File: config.mk
export PLATFORM = sky130hd
export DESIGN_NAME = strmq_cmp
export DESIGN_NICKNAME = d
export VERILOG_FILES = /design/src/hdl/strmq_pkg.sv /design/src/hdl/strmq_cmp.sv
export SDC_FILE = /design/constraint.sdc
export NUM_CORES = 1
export LEC_CHECK = 0
export BUFFER_PORTS_ARGS = -buffer_cell sky130_fd_sc_hd__buf_2
export CORE_MARGIN = 4
export CORE_UTILIZATION = 30
export DETAILED_ROUTE_END_ITERATION = 6
export PLACE_DENSITY = 0.7
export REMOVE_ABC_BUFFERS = 1
export SLEW_MARGIN = 20
export SYNTH_ARGS = -nofsm -noshare
export SYNTH_HDL_FRONTEND = slang
export SYNTH_SLANG_ARGS = --single-unit
export TNS_END_PERCENT = 50
File: constraint.sdc
create_clock -name vclk -period 2.6
set_input_delay 0 -clock vclk [all_inputs]
set_output_delay 0 -clock vclk [all_outputs]
set_load 0.1 [all_outputs]
File: src/hdl/strmq_pkg.sv
package strmq_pkg;

  localparam int KIND_W  = 2;
  localparam int POS_W   = 10;
  localparam int VAL_W   = 32;
  localparam int CFG_W   = 11;
  localparam int LEN_W   = POS_W + 1;
  localparam int LOG_W   = 4;

  typedef enum logic [KIND_W-1:0] {
    KIND_WRITE = 2'd0,
    KIND_BUILD = 2'd1,
    KIND_QUERY = 2'd2,
    KIND_NONE  = 2'd3
  } kind_t;

  typedef struct packed {
    kind_t                   kind;
    logic [POS_W-1:0]        element_index;
    logic signed [VAL_W-1:0] element_value;
    logic [POS_W-1:0]        range_low;
    logic [POS_W-1:0]        range_high;
  } in_item_t;

  typedef struct packed {
    logic signed [VAL_W-1:0] min_value;
    logic                    range_error;
  } out_item_t;

  // Position of the highest set bit; zero for a zero input.
  function automatic logic [LOG_W-1:0] floor_log2(input logic [LEN_W-1:0] v);
    logic [LOG_W-1:0] r;
    r = '0;
    for (int i = 0; i < LEN_W; i++) begin
      if (v[i]) begin
        r = LOG_W'(i);
      end
    end
    return r;
  endfunction

endpackage

File: src/hdl/strmq_cmp.sv
module strmq_cmp
  import strmq_pkg::*;
#(
  parameter int IDX_W = 10
) (
  input  logic signed [VAL_W-1:0] val_a,
  input  logic signed [VAL_W-1:0] val_b,
  input  logic [IDX_W-1:0]        idx_a,
  input  logic [IDX_W-1:0]        idx_b,
  output logic signed [VAL_W-1:0] min_val,
  output logic [IDX_W-1:0]        min_idx
);

  logic take_a;

  // On a tie the second block wins.
  assign take_a  = (val_a < val_b);
  assign min_val = take_a ? val_a : val_b;
  assign min_idx = take_a ? idx_a : idx_b;

endmodule

Word level (Yosys, flattened, before mapping)
Index checks and enable logic that the tools add are counted.
Widths: inputs -> output; s select.
- bits in registers: 0
- latch bits: 0
- memory bits (writable): 0
- memory bits (read-only): 0
- output and inout bits: 42
- logic and storage cells: 3
- memories: 0
- add/subtract/negate cells: 0
- multipliers: 0
- divide/modulo/power cells: 0
- $lt $le $gt $ge: 1
- equal/unequal tests: 0
- shifts and indexed selects: 0
- muxes and demuxes: 2
- bitwise logic cells: 0
- reductions and logical operators: 0
- operators by type and width (kind ; number):
    $lt 32x32->1 ; 1
    $mux 32 ; 1
    $mux 10 ; 1

Longest topological paths before layout
Gate-level depths: netlist of run 1.
- depth after elaboration: 2
- mapped depth: 9
- depth with buffers taken out: 8

Worst setup path after synthesis of run 1
Ideal clock, no wire load.
- path type: input port to output port
- start: in val_b[25]
- end: out min_idx[3]
- data arrival time: 2.433 ns
- data required time: 2.600 ns
- setup slack: 0.167 ns
- stages on the path: 9
- buffers on the path: 1
- path through: inv_1 ha_1 a21o_1 a221o_1 a211oi_2 o22ai_1 a211oi_4 buf_6 mux2_1
- cells in the longest elaborated chain, start to end: 2
- ends and longest elaborated chain (element ; line ; text):
    start: declaration ; strmq_cmp.sv:7 ; input logic signed [VAL_W-1:0] val_b,
    $lt 32x32->1 ; strmq_cmp.sv:17 ; assign take_a = (val_a < val_b);
    $mux 10 ; strmq_cmp.sv:19 ; assign min_idx = take_a ? idx_a : idx_b;
    end: declaration ; strmq_cmp.sv:11 ; output logic [IDX_W-1:0] min_idx
Every way passes these cells.

Worst setup path after layout of run 1
- start: in val_a[25]
- end: out min_idx[4]
- cells in the longest elaborated chain, start to end: 2
- ends and longest elaborated chain (element ; line ; text):
    start: declaration ; strmq_cmp.sv:6 ; input logic signed [VAL_W-1:0] val_a,
    $lt 32x32->1 ; strmq_cmp.sv:17 ;
    $mux 10 ; strmq_cmp.sv:19 ;
Every way passes these cells.

==> reports/metrics.csv, run 1 <==
metric;value;unit
die_area;5540;um^2
die_w;74.4;um
grt_usage;12.6;%
slew_violations;0;
hold_viol_final;0;
place_congestion;0.719;
critPathKind;in2out;
yosys-top-cells-count;mux2_2 (38), inv_1 (32), ha_1 (31);
netlist.area_leader.share;32.3;%
drive_above_1_share;59.7;%
p_leak;1.23;nW
p_total;1.18;mW
grt_pass1_wl;5820;um
overflow;0;
highest_layer;met3;
syn_inst;158;
wire_per_inst;11.7;um
first_iter_violations;23;
hold_path_class;in2out;
wl_met2;1910;um
synth.largest_area_cell;mux2_2;
met3_length;454;um
grt_max_degree;19;
ys_warn_count;0;
ys_seq_area_share;0;%
finalSetupViolations;0;
min_period;2.50;ns
grt_pass1_vias;1459;
drc;0;
start_kind;primary input;
rsz0062_at_grt;yes;
synth.distinct_cells;24;
core;4140;um^2
place_inst;333;
register_area;0;um^2
design.seq.count;0;
max-slew-margin-rel;67.5;%
endpoint_kind;primary output;
fin_ws;0.0988;ns
firstDrtPassIters;4;
worst-path-max-fanout;15;
diodes;0;
cp.arrival;2.50;ns
vias_per_cell;4.68;
placed_area;1990;um^2
wl;3890;um
vdd_drop_max;393;uV
io_buffer_count;126;
ant_nets;0;
clkbuf_count;0;
final_cells;333;
max_cap_viol_count;0;
worstPathRequired;2.60;ns
cts_hold_buf;0;
tightest_slew;0.491;ns
fp.dieH;74.4;um
start_util;31.9;%
syn_to_final_growth;59.3;%
io_pins;126;
wl_met1;1530;um
timing.fmax;400;MHz
yosysMostFrequentCell;mux2_2;
timing.final.crit_share;96.2;%
rows;23;
dp_hpwl;3570;um
status;completed;
final_nets;400;
avgSynthCellArea;8.38;um^2
dp_slack;0.0355;ns
num_vias;1558;
antenna_found_initial;0;
p_per_area;560;nW/um^2
design_area;2110;um^2
synthTopCellsByArea;mux2_2 (32%), ha_1 (29%), inv_1 (9.1%);
syn_area;1320;um^2
[routing by layer]
metal | GRT usage, % | up-vias
li1 | - | 822
met1 | 16.3 | 656
met2 | 24.1 | 80
met3 | 0.811 | 0
met4 | 0 | 0
met5 | 0 | -
[power by group]
group          switching [mW]  internal [mW]  total [mW]
registers                   0              0           0
logic                   0.862          0.319        1.18
clock network               0              0           0
[stage by stage]
step	utilization, %	TNS [ns]	hold slack (ns)
after floorplan	-	-18.79	0.466
after global placement	48.1	0	0.589
after detailed placement	48.1	0	0.593
after CTS	48.1	0	0.598
after global routing	50.9	-0.0265	0.487
final	50.9	0	0.475
[critical path: stages]
cell	delay, ns
buf_2	0.10
ha_1	0.30
a21o_1	0.18
a221o_1	0.32
a211oi_2	0.26
o22ai_1	0.16
a211oi_4	0.31
buf_6	0.22
mux2_2	0.35
clkbuf_4	0.28
[layout make-up]
| type | instances | area (um^2) |
|---|---|---|
| tap | 50 | 62.6 |
| inverter | 32 | 120 |
| multi-input combinational | 122 | 1160 |
| timing repair buffer | 129 | 767 |
| fill | 394 | 2040 |
[what timing repair did]
action                     4_1_cts  5_1_grt
setup endpoints to repair        0       33
gates resized for setup          0       81
setup buffers                    0        0
[worst paths after layout]
path	startpoint	end	slack, ns	cells past startpoint
setup / recovery	val_a[25]	min_idx[4]	0.1	10
hold / removal	idx_b[3]	min_idx[3]	0.48	3
[cell families after synthesis]
| group | Yosys count | share of synthesized area (%) |
|---|---|---|
| AND/OR/NAND/NOR | 23 | 8.89 |
| AO/OA/AOI/OAI | 26 | 13.6 |
| adder cells (fa/ha/maj) | 31 | 29.3 |
| buffers and inverters | 36 | 12.5 |
| multiplexers | 42 | 35.7 |
[cells in the final DEF (no fill, tap or decap), types with 2 or more instances in the layout]
master | Yosys | routed
a21o_1 | 2 | 2
buf_4 | 0 | 38
mux2_1 | 4 | 4
nand4_1 | 3 | 3
mux2_2 | 38 | 38
a211o_1 | 2 | 2
nand2_1 | 7 | 7
clkbuf_4 | 0 | 4
nand3_1 | 3 | 3
buf_2 | 0 | 85
nor2_1 | 4 | 4
and4_1 | 2 | 2
and2_1 | 2 | 2
inv_1 | 32 | 32
a21oi_1 | 12 | 12
o21ai_0 | 3 | 3
ha_1 | 31 | 31
Power figures use the tool's default switching activity.
==> run 2: changes to the inputs <==
Settings changed: CORE_UTILIZATION 30 to 39, PLACE_DENSITY 0.7 to 0.87.
==> run 2 against run 1 <==
Non-clock buffer count increased by 2. Routed wire length increased by 16%. Core utilization increased by 23 points. Flip-flop and latch count unchanged. Final cell count decreased by 1.2%. Maximum frequency increased by 1.2%. Highest routed layer is now met4. Die area decreased by 21%. Count of clock-buffer cells in the layout unchanged.
==> reports/metrics.csv, run 2 (synthesis gave the netlist of run 1 again) <==
metric;value;unit;change
max_stage_delay;0.34;ns;was 0.35 ns
min_path_cells;3;;unchanged
hp-start;idx_b[8];;was idx_b[3]
grt_pass1_wl;6510;um;was 5820 um
io_pins;126;;unchanged
cp.arrival;2.47;ns;was 2.50 ns
core;3150;um^2;was 4140 um^2
dp_hpwl;3890;um;was 3570 um
grt_usage;18.2;%;was 12.6%
final_nets;402;;was 400
vias_per_cell;5.03;;was 4.68
endpoint_kind;primary output;;unchanged
diodes;0;;unchanged
layout_commonest_cell;buf_2;;unchanged
grt_max_degree;26;;was 19
worst-path-max-fanout;13;;was 15
overflow;0;;unchanged
syn_to_final_growth;76.4;%;was 59.3%
antenna_found_initial;0;;unchanged
rows;20;;was 23
drive_above_1_share;60.0;%;was 59.7%
firstDrtPassIters;4;;unchanged
first_iter_violations;39;;was 23
clkbuf_count;0;;unchanged
die_w;66.3;um;was 74.4 um
grt_pass1_vias;1649;;was 1459
die_area;4390;um^2;was 5540 um^2
p_leak;1.32;nW;was 1.23 nW
crit_chain;buf_2 > ha_1 > a21o_1 > a221o_1 > a211oi_2 > o22ai_1 > a211oi_4 > buf_4 > buf_12 > mux2_2 > buf_2;;was buf_2 > ha_1 > a21o_1 > a221o_1 > a211oi_2 > o22ai_1 > a211oi_4 > buf_6 > mux2_2 > clkbuf_4
wl;4500;um;was 3890 um
finalHoldWorstSlack;0.409;ns;was 0.475 ns
hold_path_class;in2out;;unchanged
fillers;226;;was 394
rsz0062_at_grt;yes;;unchanged
finalSetupViolations;0;;unchanged
slew_violations;0;;unchanged
start_kind;primary input;;unchanged
cp_common_cell;buf_2;;
max-slew-margin-rel;67.8;%;was 67.5%
min_period;2.47;ns;was 2.50 ns
slowest_stage;mux2_2;;unchanged
whs_endpoint;min_idx[8];;was min_idx[3]
place_congestion;0.741;;was 0.719
drc;0;;unchanged
design.seq.count;0;;unchanged
io_buffer_count;126;;unchanged
timing.fmax;405;MHz;was 400 MHz
wire_per_inst;13.7;um;was 11.7 um
layout_common_cells;buf_2 (90), mux2_2 (38), inv_1 (32);;was buf_2 (85), mux2_2 (38), buf_4 (38)
vdd_drop_max;333;uV;was 393 uV
timing.final.crit_share;95.1;%;was 96.2%
tightest_slew;0.486;ns;was 0.491 ns
register_area;0;um^2;unchanged
fin_tns_setup;0;ns;unchanged
fp.dieH;66.3;um;was 74.4 um
start_util;42.0;%;was 31.9%
num_vias;1654;;was 1558
status;completed;;unchanged
max_cap_viol_count;0;;unchanged
hold_viol_final;0;;unchanged
worstPathRequired;2.60;ns;about the same
ant_nets;0;;unchanged
final_core_util;74.0;%;was 50.9%
p_per_area;565;nW/um^2;was 560 nW/um^2
critPathKind;in2out;;unchanged
==> run 2: worst max path at each step <==
stage               startpoint          end  slack [ns]  cells past startpoint
floorplan            val_b[25]   min_idx[3]       -0.61                      8
global placement     val_a[25]   min_val[2]        0.04                     10
detailed placement   val_a[25]  min_val[15]        0.01                     10
CTS                  val_a[25]  min_val[15]       0.009                     10
global route          val_b[2]  min_val[11]       -0.01                     12
finish               val_a[25]   min_val[3]        0.13                     11
==> run 2: metrics by stage <==
step                      cells  worst slack (ns)  area (um^2)  power (mW)
after global routing        329           -0.0146         2330        1.37
after CTS                   326           0.00887         2240        1.27
after detailed placement    326            0.0128         2240        1.27
after global placement      326            0.0362         2240        1.26
final                       329             0.128         2330        1.32
after floorplan             154            -0.610         1280       0.925
==> run 2: routing by layer <==
layer / part of all wire [%] / track usage, % / vias up
li1: - / - / 825
met1: 33 / 15.7 / 736
met2: 56 / 41.3 / 89
met3: 10 / 4.08 / 4
met4: 0.64 / 1.27 / 0
met5: 0 / 0 / -
==> run 2: cell type report <==
class / count / area, um^2 / share of cell area (%)
Tap cell: 44 / 55.1 / 2.36
Inverter: 32 / 120 / 5.14
Multi-Input combinational cell: 122 / 1160 / 49.6
Timing Repair Buffer: 131 / 1000 / 42.9
==> run 2: power breakdown <==
part	switching, mW	total, mW	internal (mW)	leakage, nW
Sequential	0	0	0	0
Clock	0	0	0	0
Combinational	0.895	1.32	0.424	1.32
==> run 2: repair_timing <==
item,in CTS,in global routing
setup endpoints to repair,0,31
buffers inserted,0,2
hold buffers,0,0
resized for setup,0,29
==> run 2: critical path: cells and delay by family <==
kind / cells / cell delay [ns]
fa+ha+maj: 1 / 0.30
mux: 1 / 0.34
compound gates: 5 / 1.12
buf+inv: 4 / 0.71
